===== src/rtl/ip_packet_class_and_trace_len_macros.svh =====
// Assertion helpers for the packet classifier.
// Used by the top level only; no other dependencies.
`ifndef IP_PACKET_CLASS_AND_TRACE_LEN_MACROS_SVH
`define IP_PACKET_CLASS_AND_TRACE_LEN_MACROS_SVH

// Check that cons holds in the same cycle whenever ante holds.
`define PKC_ASSERT_SAME(label, clk, rst_n, ante, cons) \
  label: assert property (@(posedge clk) disable iff (!rst_n) (ante) |-> (cons)) \
    else $error("pkc assertion failed");

// Check that cons holds in the cycle after ante.
`define PKC_ASSERT_NEXT(label, clk, rst_n, ante, cons) \
  label: assert property (@(posedge clk) disable iff (!rst_n) (ante) |=> (cons)) \
    else $error("pkc assertion failed");

`endif


===== src/rtl/pkc_pkg.sv =====
// Shared types, codes and helpers of the packet classifier.
// No dependencies; imported by the interfaces and all modules.
package pkc_pkg;

  localparam int unsigned BYTE_W     = 8;
  localparam int unsigned PORT_W     = 16;
  localparam int unsigned LEN_W      = 16;
  localparam int unsigned HLEN_W     = 6;
  localparam int unsigned CFG_IDX_W  = 2;
  localparam int unsigned CFG_DATA_W = 16;
  localparam int unsigned FRAG_W     = 13;

  localparam logic [PORT_W-1:0] FTP_PORT_RST = 16'd21;
  localparam logic [PORT_W-1:0] DNS_PORT_RST = 16'd53;

  localparam logic [3:0] VER_IPV4 = 4'd4;
  localparam logic [3:0] VER_IPV6 = 4'd6;

  localparam logic [BYTE_W-1:0] PROTO_ICMP   = 8'd1;
  localparam logic [BYTE_W-1:0] PROTO_TCP    = 8'd6;
  localparam logic [BYTE_W-1:0] PROTO_UDP    = 8'd17;
  localparam logic [BYTE_W-1:0] PROTO_ICMPV6 = 8'd58;

  localparam logic [BYTE_W-1:0] ICMP_ECHO_REQ   = 8'd8;
  localparam logic [BYTE_W-1:0] ICMP_ECHO_REP   = 8'd0;
  localparam logic [BYTE_W-1:0] ICMPV6_ECHO_REQ = 8'd128;
  localparam logic [BYTE_W-1:0] ICMPV6_ECHO_REP = 8'd129;

  localparam logic [5:0] TCP_FLAG_MASK = 6'h3F;
  localparam int unsigned TCP_SYN_BIT = 1;
  localparam int unsigned TCP_ACK_BIT = 4;

  localparam logic [HLEN_W-1:0] IPV6_HLEN = 6'd40;
  localparam logic [LEN_W-1:0]  L4_SHORT_HDR = 16'd8;

  typedef enum logic [CFG_IDX_W-1:0] {
    CFG_FTP_PORT = 2'd0,
    CFG_DNS_PORT = 2'd1,
    CFG_PRIO_EN  = 2'd2
  } cfg_idx_e;

  typedef enum logic [3:0] {
    CLS_NULL      = 4'd0,
    CLS_TCP       = 4'd1,
    CLS_SYN       = 4'd2,
    CLS_ACK       = 4'd3,
    CLS_FTP       = 4'd4,
    CLS_UDP       = 4'd5,
    CLS_DNS       = 4'd6,
    CLS_ICMP      = 4'd7,
    CLS_USER_HIGH = 4'd8,
    CLS_INVALID   = 4'd9
  } data_class_e;

  // Header fields gathered for the decision on the last byte.
  typedef struct packed {
    logic [3:0]        ver;
    logic [HLEN_W-1:0] hlen;
    logic [BYTE_W-1:0] proto;
    logic              frag_zero;
    logic [PORT_W-1:0] src_port;
    logic [PORT_W-1:0] dst_port;
    logic [HLEN_W-1:0] tcp_hlen;
    logic [5:0]        tcp_flags;
    logic [BYTE_W-1:0] l4_type;
    logic [LEN_W-1:0]  pkt_len;
    logic              prio_tag;
  } pkc_hdr_t;

  // IP header length in bytes: IHL words for IPv4, fixed for IPv6, else zero.
  function automatic logic [HLEN_W-1:0] ip_head_len(input logic [BYTE_W-1:0] ver_ihl);
    logic [HLEN_W-1:0] hlen;
    hlen = '0;
    if (ver_ihl[7:4] == VER_IPV4) begin
      hlen = {ver_ihl[3:0], 2'b00};
    end else if (ver_ihl[7:4] == VER_IPV6) begin
      hlen = IPV6_HLEN;
    end
    return hlen;
  endfunction

endpackage


===== src/rtl/pkc_in_if.sv =====
// Input channel of the packet classifier: one packet byte per item.
// Depends on pkc_pkg.
interface pkc_in_if import pkc_pkg::*; ();
  logic              valid;
  logic              ready;
  logic [BYTE_W-1:0] pkt_byte;
  logic              high_priority;
  logic              last_byte;

  modport source (output valid, output pkt_byte, output high_priority,
                  output last_byte, input ready);
  modport sink   (input valid, input pkt_byte, input high_priority,
                  input last_byte, output ready);
endinterface


===== src/rtl/pkc_out_if.sv =====
// Output channel of the packet classifier: one class and trace length per item.
// Depends on pkc_pkg.
interface pkc_out_if import pkc_pkg::*; ();
  logic             valid;
  logic             ready;
  logic [3:0]       data_class;
  logic [LEN_W-1:0] trace_len;

  modport source (output valid, output data_class, output trace_len, input ready);
  modport sink   (input valid, input data_class, input trace_len, output ready);
endinterface


===== src/rtl/pkc_decide.sv =====
// Classification and trace-length decision from gathered header fields.
// Depends on pkc_pkg.
module pkc_decide import pkc_pkg::*; (
  input  pkc_hdr_t          hdr_i,
  input  logic [PORT_W-1:0] ftp_port_i,
  input  logic [PORT_W-1:0] dns_port_i,
  input  logic              prio_en_i,
  output data_class_e       data_class_o,
  output logic [LEN_W-1:0]  trace_len_o
);

  logic [LEN_W-1:0] hlen_ext;
  logic [LEN_W-1:0] tcp_total;
  logic             bare_tcp;
  logic             ftp_dst;
  logic             ftp_any;
  logic             dns_dst;
  logic             dns_any;

  assign hlen_ext  = LEN_W'(hdr_i.hlen);
  assign tcp_total = hlen_ext + LEN_W'(hdr_i.tcp_hlen);
  assign bare_tcp  = (hdr_i.pkt_len == tcp_total);
  assign ftp_dst   = (hdr_i.dst_port == ftp_port_i);
  assign ftp_any   = ftp_dst || (hdr_i.src_port == ftp_port_i);
  assign dns_dst   = (hdr_i.dst_port == dns_port_i);
  assign dns_any   = dns_dst || (hdr_i.src_port == dns_port_i);

  // Pick class by protocol, then apply the priority override to a known version
  always_comb begin
    data_class_o = CLS_NULL;
    trace_len_o  = hlen_ext;
    if (hdr_i.ver != VER_IPV4 && hdr_i.ver != VER_IPV6) begin
      data_class_o = CLS_INVALID;
      trace_len_o  = '0;
    end else begin
      if (hdr_i.proto == PROTO_TCP) begin
        data_class_o = CLS_TCP;
        if (bare_tcp) begin
          if (hdr_i.tcp_flags[TCP_SYN_BIT]) begin
            data_class_o = CLS_SYN;
          end else if (hdr_i.tcp_flags[TCP_ACK_BIT]) begin
            data_class_o = CLS_ACK;
          end
          trace_len_o = hdr_i.pkt_len;
        end else begin
          if (ftp_dst) begin
            data_class_o = CLS_FTP;
          end
          trace_len_o = ftp_any ? hdr_i.pkt_len : tcp_total;
        end
      end else if (hdr_i.proto == PROTO_UDP) begin
        data_class_o = dns_dst ? CLS_DNS : CLS_UDP;
        trace_len_o  = dns_any ? hdr_i.pkt_len : hlen_ext + L4_SHORT_HDR;
      end else if (hdr_i.proto == PROTO_ICMP) begin
        if (hdr_i.frag_zero &&
            (hdr_i.l4_type == ICMP_ECHO_REQ || hdr_i.l4_type == ICMP_ECHO_REP)) begin
          data_class_o = CLS_ICMP;
        end
        trace_len_o = hlen_ext + L4_SHORT_HDR;
      end else if (hdr_i.proto == PROTO_ICMPV6) begin
        if (hdr_i.l4_type == ICMPV6_ECHO_REQ || hdr_i.l4_type == ICMPV6_ECHO_REP) begin
          data_class_o = CLS_ICMP;
        end
        trace_len_o = hlen_ext + L4_SHORT_HDR;
      end
      if (prio_en_i && hdr_i.prio_tag) begin
        data_class_o = CLS_USER_HIGH;
      end
    end
  end

endmodule


===== src/rtl/ip_packet_class_and_trace_len.sv =====
// IP packet classifier with privacy-safe trace length.
// Takes one packet byte per input item, starting at IP header byte 0; last_byte
// ends the packet and high_priority is sampled on the first byte. For each packet
// one result item leaves on the output channel: a traffic class and the number of
// leading bytes that may be traced without exposing payload.
// Latency: the result is valid in the cycle after the last byte is accepted.
// Throughput: one byte per cycle, save for a last byte held by the stall below;
// header capture and the final decision are combinational, feeding the result register.
// Stall: while a result waits in the result register, bytes that are not the
// last of a packet are still taken; a last byte waits until the result leaves.
// Reset clears the byte counter, the result valid and the configuration
// (ftp_port 21, dns_port 53, override off). Configuration is written through
// cfg_we_i / cfg_idx_i / cfg_data_i; the user must do so only while no packet is
// in flight, which the block does not enforce; an index outside the register list is ignored.
// Depends on pkc_pkg, pkc_in_if, pkc_out_if, pkc_decide and the macro header.
module ip_packet_class_and_trace_len import pkc_pkg::*; #(
  parameter int unsigned L4_WINDOW  = 14,
  parameter int unsigned COUNT_BITS = 16
) (
  input  logic                  clk_i,
  input  logic                  rst_ni,
  pkc_in_if.sink                in_i,
  pkc_out_if.source             out_o,
  input  logic                  cfg_we_i,
  input  logic [CFG_IDX_W-1:0]  cfg_idx_i,
  input  logic [CFG_DATA_W-1:0] cfg_data_i
);

  localparam logic [COUNT_BITS-1:0] CountMax = '1;
  localparam logic [COUNT_BITS-1:0] CountOne = COUNT_BITS'(1);
  localparam logic [COUNT_BITS-1:0] PosVerIpv6Proto = COUNT_BITS'(6);
  localparam logic [COUNT_BITS-1:0] PosVerIpv4Proto = COUNT_BITS'(9);
  localparam logic [COUNT_BITS-1:0] PosFragHi = COUNT_BITS'(6);
  localparam logic [COUNT_BITS-1:0] PosFragLo = COUNT_BITS'(7);

  // Configuration registers
  logic [PORT_W-1:0] ftp_port_q;
  logic [PORT_W-1:0] dns_port_q;
  logic              prio_en_q;

  // Packet state
  logic [COUNT_BITS-1:0] byte_count_q, byte_count_d;
  logic [BYTE_W-1:0]     ver_ihl_q, ver_ihl_d;
  logic [BYTE_W-1:0]     proto_q, proto_d;
  logic [FRAG_W-1:0]     frag_q, frag_d;
  logic [BYTE_W-1:0]     l4_q [L4_WINDOW];
  logic [BYTE_W-1:0]     l4_d [L4_WINDOW];
  logic                  tag_q, tag_d;

  // Result register
  logic             out_valid_q, out_valid_d;
  data_class_e      class_q;
  logic [LEN_W-1:0] trace_q;

  logic              in_acc;
  logic              first;
  logic [HLEN_W-1:0] hlen;
  logic [3:0]        ver;
  logic              proto_cap;
  logic [COUNT_BITS-1:0] pkt_len;
  pkc_hdr_t          hdr;
  data_class_e       class_d;
  logic [LEN_W-1:0]  trace_d;

  // Take a byte unless it would finish a packet while the result is stuck
  assign in_i.ready = !out_valid_q || out_o.ready || !in_i.last_byte;
  assign in_acc     = in_i.valid && in_i.ready;

  // Write configuration registers
  always_ff @(posedge clk_i or negedge rst_ni) begin
    if (!rst_ni) begin
      ftp_port_q <= FTP_PORT_RST;
      dns_port_q <= DNS_PORT_RST;
      prio_en_q  <= 1'b0;
    end else if (cfg_we_i) begin
      case (cfg_idx_i)
        CFG_FTP_PORT: ftp_port_q <= cfg_data_i[PORT_W-1:0];
        CFG_DNS_PORT: dns_port_q <= cfg_data_i[PORT_W-1:0];
        CFG_PRIO_EN:  prio_en_q  <= cfg_data_i[0];
        default:      ;
      endcase
    end
  end

  // Capture header fields of the current byte
  assign first     = (byte_count_q == '0);
  assign ver_ihl_d = first ? in_i.pkt_byte : ver_ihl_q;
  assign ver       = ver_ihl_d[7:4];
  assign hlen      = ip_head_len(ver_ihl_d);
  assign tag_d     = first ? in_i.high_priority : tag_q;
  assign proto_cap = (ver == VER_IPV4 && byte_count_q == PosVerIpv4Proto) ||
                     (ver == VER_IPV6 && byte_count_q == PosVerIpv6Proto);
  assign proto_d   = proto_cap ? in_i.pkt_byte : (first ? '0 : proto_q);

  always_comb begin
    frag_d = first ? '0 : frag_q;
    if (byte_count_q == PosFragHi) begin
      frag_d[FRAG_W-1:BYTE_W] = in_i.pkt_byte[FRAG_W-BYTE_W-1:0];
    end
    if (byte_count_q == PosFragLo) begin
      frag_d[BYTE_W-1:0] = in_i.pkt_byte;
    end
  end

  // Fill the layer-4 window; clear it on the first byte of a packet
  for (genvar i = 0; i < L4_WINDOW; i++) begin : g_l4
    assign l4_d[i] = (byte_count_q == COUNT_BITS'(hlen) + COUNT_BITS'(i)) ? in_i.pkt_byte :
                     (first ? '0 : l4_q[i]);
  end

  // Saturating packet length including this byte
  assign pkt_len      = (byte_count_q < CountMax) ? byte_count_q + CountOne : CountMax;
  assign byte_count_d = in_i.last_byte ? '0 : pkt_len;

  // Gather decision inputs
  always_comb begin
    hdr.ver       = ver;
    hdr.hlen      = hlen;
    hdr.proto     = proto_d;
    hdr.frag_zero = (frag_d == '0);
    hdr.src_port  = {l4_d[0], l4_d[1]};
    hdr.dst_port  = {l4_d[2], l4_d[3]};
    hdr.tcp_hlen  = {l4_d[12][7:4], 2'b00};
    hdr.tcp_flags = l4_d[13][5:0] & TCP_FLAG_MASK;
    hdr.l4_type   = l4_d[0];
    hdr.pkt_len   = LEN_W'(pkt_len);
    hdr.prio_tag  = tag_d;
  end

  pkc_decide u_decide (
    .hdr_i        (hdr),
    .ftp_port_i   (ftp_port_q),
    .dns_port_i   (dns_port_q),
    .prio_en_i    (prio_en_q),
    .data_class_o (class_d),
    .trace_len_o  (trace_d)
  );

  // Advance the byte counter
  always_ff @(posedge clk_i or negedge rst_ni) begin
    if (!rst_ni) begin
      byte_count_q <= '0;
    end else if (in_acc) begin
      byte_count_q <= byte_count_d;
    end
  end

  // Hold header fields of the packet in flight
  always_ff @(posedge clk_i) begin
    if (in_acc) begin
      ver_ihl_q <= ver_ihl_d;
      proto_q   <= proto_d;
      frag_q    <= frag_d;
      tag_q     <= tag_d;
      l4_q      <= l4_d;
    end
  end

  // Load the result on the last byte, drop it once taken
  always_comb begin
    out_valid_d = out_valid_q;
    if (in_acc && in_i.last_byte) begin
      out_valid_d = 1'b1;
    end else if (out_o.ready) begin
      out_valid_d = 1'b0;
    end
  end

  always_ff @(posedge clk_i or negedge rst_ni) begin
    if (!rst_ni) begin
      out_valid_q <= 1'b0;
    end else begin
      out_valid_q <= out_valid_d;
    end
  end

  always_ff @(posedge clk_i) begin
    if (in_acc && in_i.last_byte) begin
      class_q <= class_d;
      trace_q <= trace_d;
    end
  end

  assign out_o.valid      = out_valid_q;
  assign out_o.data_class = class_q;
  assign out_o.trace_len  = trace_q;

  // Checks
`include "ip_packet_class_and_trace_len_macros.svh"

  `PKC_ASSERT_SAME(a_result_from_last, clk_i, rst_ni, $rose(out_valid_q), $past(in_acc && in_i.last_byte))
  `PKC_ASSERT_NEXT(a_count_restart, clk_i, rst_ni, in_acc && in_i.last_byte, byte_count_q == '0)
  `PKC_ASSERT_SAME(a_invalid_no_trace, clk_i, rst_ni, out_valid_q && class_q == CLS_INVALID, trace_q == '0)

endmodule


===== src/flat_wrapper.sv =====
// flat-port wrapper written by rule: the top's interface ports become plain ports
module ip_packet_class_and_trace_len_flat import pkc_pkg::*;
#(
  parameter int unsigned L4_WINDOW  = 14,
  parameter int unsigned COUNT_BITS = 16
)
  (clk_i, rst_ni, cfg_we_i, cfg_idx_i, cfg_data_i, in_i_valid, in_i_pkt_byte, in_i_high_priority, in_i_last_byte, in_i_ready, out_o_valid, out_o_data_class, out_o_trace_len, out_o_ready);
  pkc_in_if in_i_i ();
  pkc_out_if out_o_i ();
  input  logic clk_i;
  input  logic rst_ni;
  input  logic cfg_we_i;
  input  logic [CFG_IDX_W-1:0] cfg_idx_i;
  input  logic [CFG_DATA_W-1:0] cfg_data_i;
  input wire logic [$bits(in_i_i.valid)-1:0] in_i_valid;
  input wire logic [$bits(in_i_i.pkt_byte)-1:0] in_i_pkt_byte;
  input wire logic [$bits(in_i_i.high_priority)-1:0] in_i_high_priority;
  input wire logic [$bits(in_i_i.last_byte)-1:0] in_i_last_byte;
  output wire logic [$bits(in_i_i.ready)-1:0] in_i_ready;
  output wire logic [$bits(out_o_i.valid)-1:0] out_o_valid;
  output wire logic [$bits(out_o_i.data_class)-1:0] out_o_data_class;
  output wire logic [$bits(out_o_i.trace_len)-1:0] out_o_trace_len;
  input wire logic [$bits(out_o_i.ready)-1:0] out_o_ready;
  assign in_i_i.valid = in_i_valid;
  assign in_i_i.pkt_byte = in_i_pkt_byte;
  assign in_i_i.high_priority = in_i_high_priority;
  assign in_i_i.last_byte = in_i_last_byte;
  assign in_i_ready = in_i_i.ready;
  assign out_o_valid = out_o_i.valid;
  assign out_o_data_class = out_o_i.data_class;
  assign out_o_trace_len = out_o_i.trace_len;
  assign out_o_i.ready = out_o_ready;
  ip_packet_class_and_trace_len #(.L4_WINDOW(L4_WINDOW), .COUNT_BITS(COUNT_BITS)) u_core (.clk_i(clk_i), .rst_ni(rst_ni), .in_i(in_i_i), .out_o(out_o_i), .cfg_we_i(cfg_we_i), .cfg_idx_i(cfg_idx_i), .cfg_data_i(cfg_data_i));
endmodule

===== config.mk =====
export PLATFORM = sky130hd
export DESIGN_NAME = ip_packet_class_and_trace_len_flat
export DESIGN_NICKNAME = d
export VERILOG_FILES = /design/src/rtl/pkc_pkg.sv /design/src/rtl/pkc_in_if.sv /design/src/rtl/pkc_out_if.sv /design/src/rtl/pkc_decide.sv /design/src/rtl/ip_packet_class_and_trace_len.sv /design/src/flat_wrapper.sv
export VERILOG_INCLUDE_DIRS = /design/src /design/src/rtl
export SDC_FILE = /design/constraint.sdc
export NUM_CORES = 1
export LEC_CHECK = 0
export ABC_AREA = 1
export BUFFER_PORTS_ARGS = -buffer_cell sky130_fd_sc_hd__buf_2
export CORE_MARGIN = 4
export CORE_UTILIZATION = 56
export CTS_BUF_LIST = sky130_fd_sc_hd__clkbuf_16
export CTS_CLUSTER_DIAMETER = 50
export CTS_CLUSTER_SIZE = 16
export DETAILED_ROUTE_END_ITERATION = 16
export GPL_TIMING_DRIVEN = 0
export PLACE_DENSITY = 0.8
export SYNTH_ARGS = -nofsm -noshare
export SYNTH_HDL_FRONTEND = slang
export SYNTH_HIERARCHICAL = 1
export SYNTH_SLANG_ARGS = --single-unit

===== constraint.sdc =====
create_clock -name clk_i -period 3.7 [get_ports clk_i]
set_input_delay 0.37 -clock clk_i [delete_from_list [all_inputs] [get_ports clk_i]]
set_output_delay 0.37 -clock clk_i [all_outputs]
set_load 0.05 [all_outputs]

=== Yosys cells after proc, flatten, opt, wreduce, memory -nomap -nowiden ===
Cells that the tools add are included.

* Equal/unequal tests: 27
* Reductions and logical operators: 25
* Add/subtract/negate cells: 8
* Multiplexer cells: 44
* Magnitude comparators: 1

{| class="wikitable"
|+ Operators by type and width
! kind !! number
|-
| equality test 16 bit || 10
|-
| two-way mux 16 bit || 9
|-
| two-way mux 8 bit || 14
|-
| equality test 16 x 3 -> 1 bit, second input constant || 2
|-
| adder 6 x 4 -> 7 bit, second input constant || 3
|-
| adder 16 x 1 -> 16 bit, second input constant || 1
|-
| equality test 16 x 4 -> 1 bit, second input constant || 1
|-
| equality test 16 x 6 -> 1 bit || 1
|-
| equality test 8 bit, second input constant || 2
|-
| zero test 16 bit || 1
|-
| < comparator 16 bit, second input constant || 1
|-
| two-way mux 4 bit || 4
|-
| two-way mux 5 bit || 3
|-
| adder 6 x 2 -> 7 bit, second input constant || 2
|-
| zero test 13 bit || 1
|-
| two-way mux 13 bit || 1
|-
| two-way mux 3 bit || 4
|-
| two-way mux 6 bit || 2
|-
| equality test 4 x 3 -> 1 bit, second input constant || 2
|-
| equality test 8 x 1 -> 1 bit, second input constant || 1
|-
| equality test 8 x 3 -> 1 bit, second input constant || 1
|-
| equality test 8 x 4 -> 1 bit, second input constant || 1
|-
| equality test 8 x 5 -> 1 bit, second input constant || 1
|-
| equality test 8 x 6 -> 1 bit, second input constant || 1
|-
| 15 further kinds || 36
|}

* Flip-flop bits (word level): 138
* Input port bits: 33

=== Logic depth before layout (Yosys ltp) ===
* Depth in word-level cells: 15
* Gate-level depth with buffers: 35

=== By module ===
The synthesis kept the hierarchy.

{| class="wikitable"
|+ By module, submodules not included
! module !! cells each !! times used !! area each (um2)
|-
| ip_packet_class_and_trace_len || 725 || 1 || 6869.1
|-
| pkc_decide || 367 || 1 || 2021.9
|}

=== Worst setup path after synthesis ===
OpenSTA, ideal clock, no wires.

* Kind: reg2reg
* From: reg u_core.byte_count_q[0]
* To: reg u_core.trace_q[10], in the netlist u_core/out_o.trace_len[10], data pin
* Buffers on the path: 1
* Period minus slack after synthesis: 4.045 ns
* Data arrival time: 3.791 ns
* Path slack: -0.345 ns
* Cell stages (with the launch flop): 29
* Cell sequence: dfrtp_1 -> inv_1 -> ha_1 -> nand2_1 -> nor2_4 -> buf_4 -> nand3_1 -> nand2_1 -> nand2_1 -> nor2_2 -> nand2_1 -> ha_1 -> xor2_1 -> nand3_1 -> nor2_2 -> nand3_1 -> nand2_1 -> nand2_1 -> ha_1 -> a21oi_1 -> nand3b_1 -> nand2_1 -> inv_2 -> nand2_1 -> nand2_1 -> nand4_1 -> nand3_1 -> nand2_4 -> nor2_2

{| class="wikitable"
|+ RTL lines
! item !! RTL line !! text
|-
| start, declared || ip_packet_class_and_trace_len.sv:42 || <nowiki>logic [COUNT_BITS-1:0] byte_count_q, byte_count_d;</nowiki>
|-
| start signal, assigned || ip_packet_class_and_trace_len.sv:144 || <nowiki>byte_count_q <= byte_count_d;</nowiki>
|-
| end signal, assigned || ip_packet_class_and_trace_len.sv:180 || <nowiki>trace_q <= trace_d;</nowiki>
|-
| end, declared || ip_packet_class_and_trace_len.sv:53 || <nowiki>logic [LEN_W-1:0] trace_q;</nowiki>
|}

==> flow_summary.toml <==
[status]
status = "finished with violations"
violations = "setup timing"

[global_route]
antenna_found_initial = 0
grt_max_degree = 55
grt_overflow = 0
grt_pass1_vias = 7790
grt_pass1_wl_mm = 38.7
grt_usage_pct = 27.4

[sta]
fin_skew_ns = 0.00749
min_period_ns = 4.62
fmaxAchievable_mhz = 217
worstMarginPinSlew_ns = 1.13
hold-worst-slack_ns = 0.148
rsz0062_at_grt = "yes"
max_slew_margin_pct = 24.7
drv_slew = 0
setup_ws_ns = -0.916
finalCritPeriodShare_pct = 125
setup_viol = 19
final_hold_viol_count = 0

[synth]
avgSynthCellArea_um2 = 8.13
postSynthCellCount = 1068
ys_warn_count = 6
synth_area_um2 = 8690

[drt]
drt_iter0_drc = 1315
postRouteAntennaNets = 0
wl_per_cell_um = 20.0
via_count = 9006
drc = 0
vias_per_cell = 6.27
dr.pass1.iters = 11
drt_wl_total_mm = 28.8

[worst_setup_path]
crit_path_top_delay_cell = "o21ai_0"
endpoint_kind = "flop"
crit_path_cell_trace = "nor2_2 > nand2_2 > nor2_4 > buf_6 > buf_4 > buf_4 > nand2_1 > inv_1 > nand2_1 > o31ai_1 > inv_1 > clkbuf_1 > o21ai_0 > nand3_1 > nor4_4 > buf_4 > inv_2 > o21ai_1 > inv_1 > nand2_1 > nand2_1 > nand2_1 > nand2_1"
critPathKind = "flop to flop"
arrival_ns = 4.80
cp.required_ns = 3.88
regToRegSetupSlack_ns = -0.92
r2r-end = "u_core/out_o.data_class[0]$_DFFE_PP_"
cp_common_cell = "nand2_1"
startpoint_type = "flop"
max_stage_delay_ns = 0.60
reg2reg_from = "u_core/byte_count_q[11]$_DFFE_PN0P_"
cp_max_fo = 10
r2r_cells = 23

[final_layout]
fillers = 960
n_antenna_cell = 0
fin_nets = 1281
multi_input_area_um2 = 4890
syn_to_final_growth_pct = 30.1
register_area_um2 = 3900
drive_above_1_share_pct = 31.8
postLayoutCellArea_um2 = 11300
final_cells = 1436

[cts]
htree_levels = 4
clockBufferDepth = 2
cts_made_buffers = 17
clockRootBuffer = "clkbuf_16"
cts_tree = "done"
path_clk_slew_ns = 0.06
worst_skew_pair.late_latency_ns = 0.43
clock_sinks = 138

[floorplanning]
core_um2 = 15200
ioPinCount = 55
die_h_um = 133
rows = 45
die_area_um2 = 17600
die_w_um = 133
floorplan.initialDensity_pct = 57.1

[power_and_ir_drop]
power_density_nw_per_um2 = 599
p_leak_uw = 0.00511
peakVddDrop_mv = 0.396

[placement]
dp_hpwl_mm = 15.7
io_buffers = 52
place_area_um2 = 9330
globalplace.congestion = 0.874
dp.cells = 1316

[min_path]
min_path_type = "input pin to asynchronous set/reset pin"

[job]
max-cap-violations = 0
[placed cells by master (no fill, tap or decap), drive strengths merged, types with 2 or more instances in the layout]
| cell type | instances |
|---|---|
| a21oi | 16 |
| nor3 | 17 |
| dfrtp | 43 |
| xnor2 | 51 |
| xor2 | 22 |
| ha | 12 |
| o21ai | 74 |
| o22ai | 10 |
| nand2 | 289 |
| clkbuf | 31 |
| o211ai | 2 |
| nand3 | 133 |
| dfstp | 7 |
| inv | 145 |
| nand4 | 24 |
| edfxtp | 88 |
| nor2 | 96 |
| buf | 151 |
| conb | 8 |
| nand3b | 3 |
| clkinv | 7 |
| nor4 | 6 |
| or2 | 5 |
[area by class of cell]
cell class | instances | share of cell area [%]
Multi-Input combinational cell | 774 | 43.3
Sequential cell | 138 | 34.5
Timing Repair Buffer | 136 | 8.61
Inverter | 140 | 4.90
Clock buffer | 18 | 3.99
Tap cell | 188 | 2.08
Buffer | 28 | 1.45
Clock inverter | 14 | 1.14
[worst max-delay path, delay by kind of cell (launching register included)]
family / cells / cell delay, ns
buffers and inverters: 9 / 1.43
AND/OR/NAND/NOR: 11 / 1.42
AO/OA/AOI/OAI: 3 / 1.07
flip-flops: 1 / 0.42
[metal layers]
| metal | routed length [um] | vias to the layer above | GRT usage [%] |
|---|---|---|---|
| met5 | 0 | - | 0 |
| met4 | 2170 | 0 | 12.9 |
| met3 | 3090 | 265 | 5.67 |
| met2 | 13400 | 758 | 45.3 |
| met1 | 10100 | 4123 | 34.7 |
| li1 | - | 3860 | - |
[where the power goes]
group | internal (uW) | switching, uW
logic | 1130 | 1860
registers | 1950 | 137
clock network | 978 | 711
[repair_timing]
item | in CTS | in global routing
hold buffers | 0 | 0
pin swaps | 53 | 72
setup endpoints to repair | 19 | 19
buffers inserted | 50 | 31
gates cloned | 5 | 2
resized for setup | 82 | 95
[stage by stage]
stage / power [uW] / util [%] / TNS, ns / worst slack [ns]
2_1_floorplan: 3710 / - / -0.712 / -0.0720
3_3_place_gp: 4110 / 61.2 / -14.57 / -0.851
3_5_place_dp: 4180 / 61.4 / -15.04 / -0.878
4_1_cts: 6190 / 70.1 / -6.11 / -0.359
5_1_grt: 7000 / 74.3 / -17.31 / -1.11
6_report: 6760 / 74.3 / -14.86 / -0.916
[worst max-delay path by stage]
stage	start	end	slack, ns	cells past startpoint
floorplan	u_core/byte_count_q[14]$_DFFE_PN0P_	u_core/out_o.trace_len[10]$_DFFE_PP_	-0.07	27
global placement	u_core/byte_count_q[13]$_DFFE_PN0P_	u_core/out_o.data_class[1]$_DFFE_PP_	-0.85	28
detailed placement	u_core/byte_count_q[13]$_DFFE_PN0P_	u_core/out_o.data_class[1]$_DFFE_PP_	-0.88	28
CTS	u_core/byte_count_q[8]$_DFFE_PN0P_	u_core/out_o.data_class[0]$_DFFE_PP_	-0.36	29
global route	u_core/byte_count_q[9]$_DFFE_PN0P_	u_core/out_o.data_class[0]$_DFFE_PP_	-1.11	23
finish	u_core/byte_count_q[11]$_DFFE_PN0P_	u_core/out_o.data_class[0]$_DFFE_PP_	-0.92	23
[registers in the layout, indices dropped and copies added, names as in the netlist, 4 cells and up]
register,count
u_core/byte_count_q,16
u_core/dns_port_q,16
u_core/out_o.data_class,4
u_core/l4_q,38
u_core/frag_q,13
u_core/ver_ihl_q,8
u_core/ftp_port_q,16
u_core/proto_q,8
u_core/out_o.trace_len,16
(Power assumes the default switching activity.)
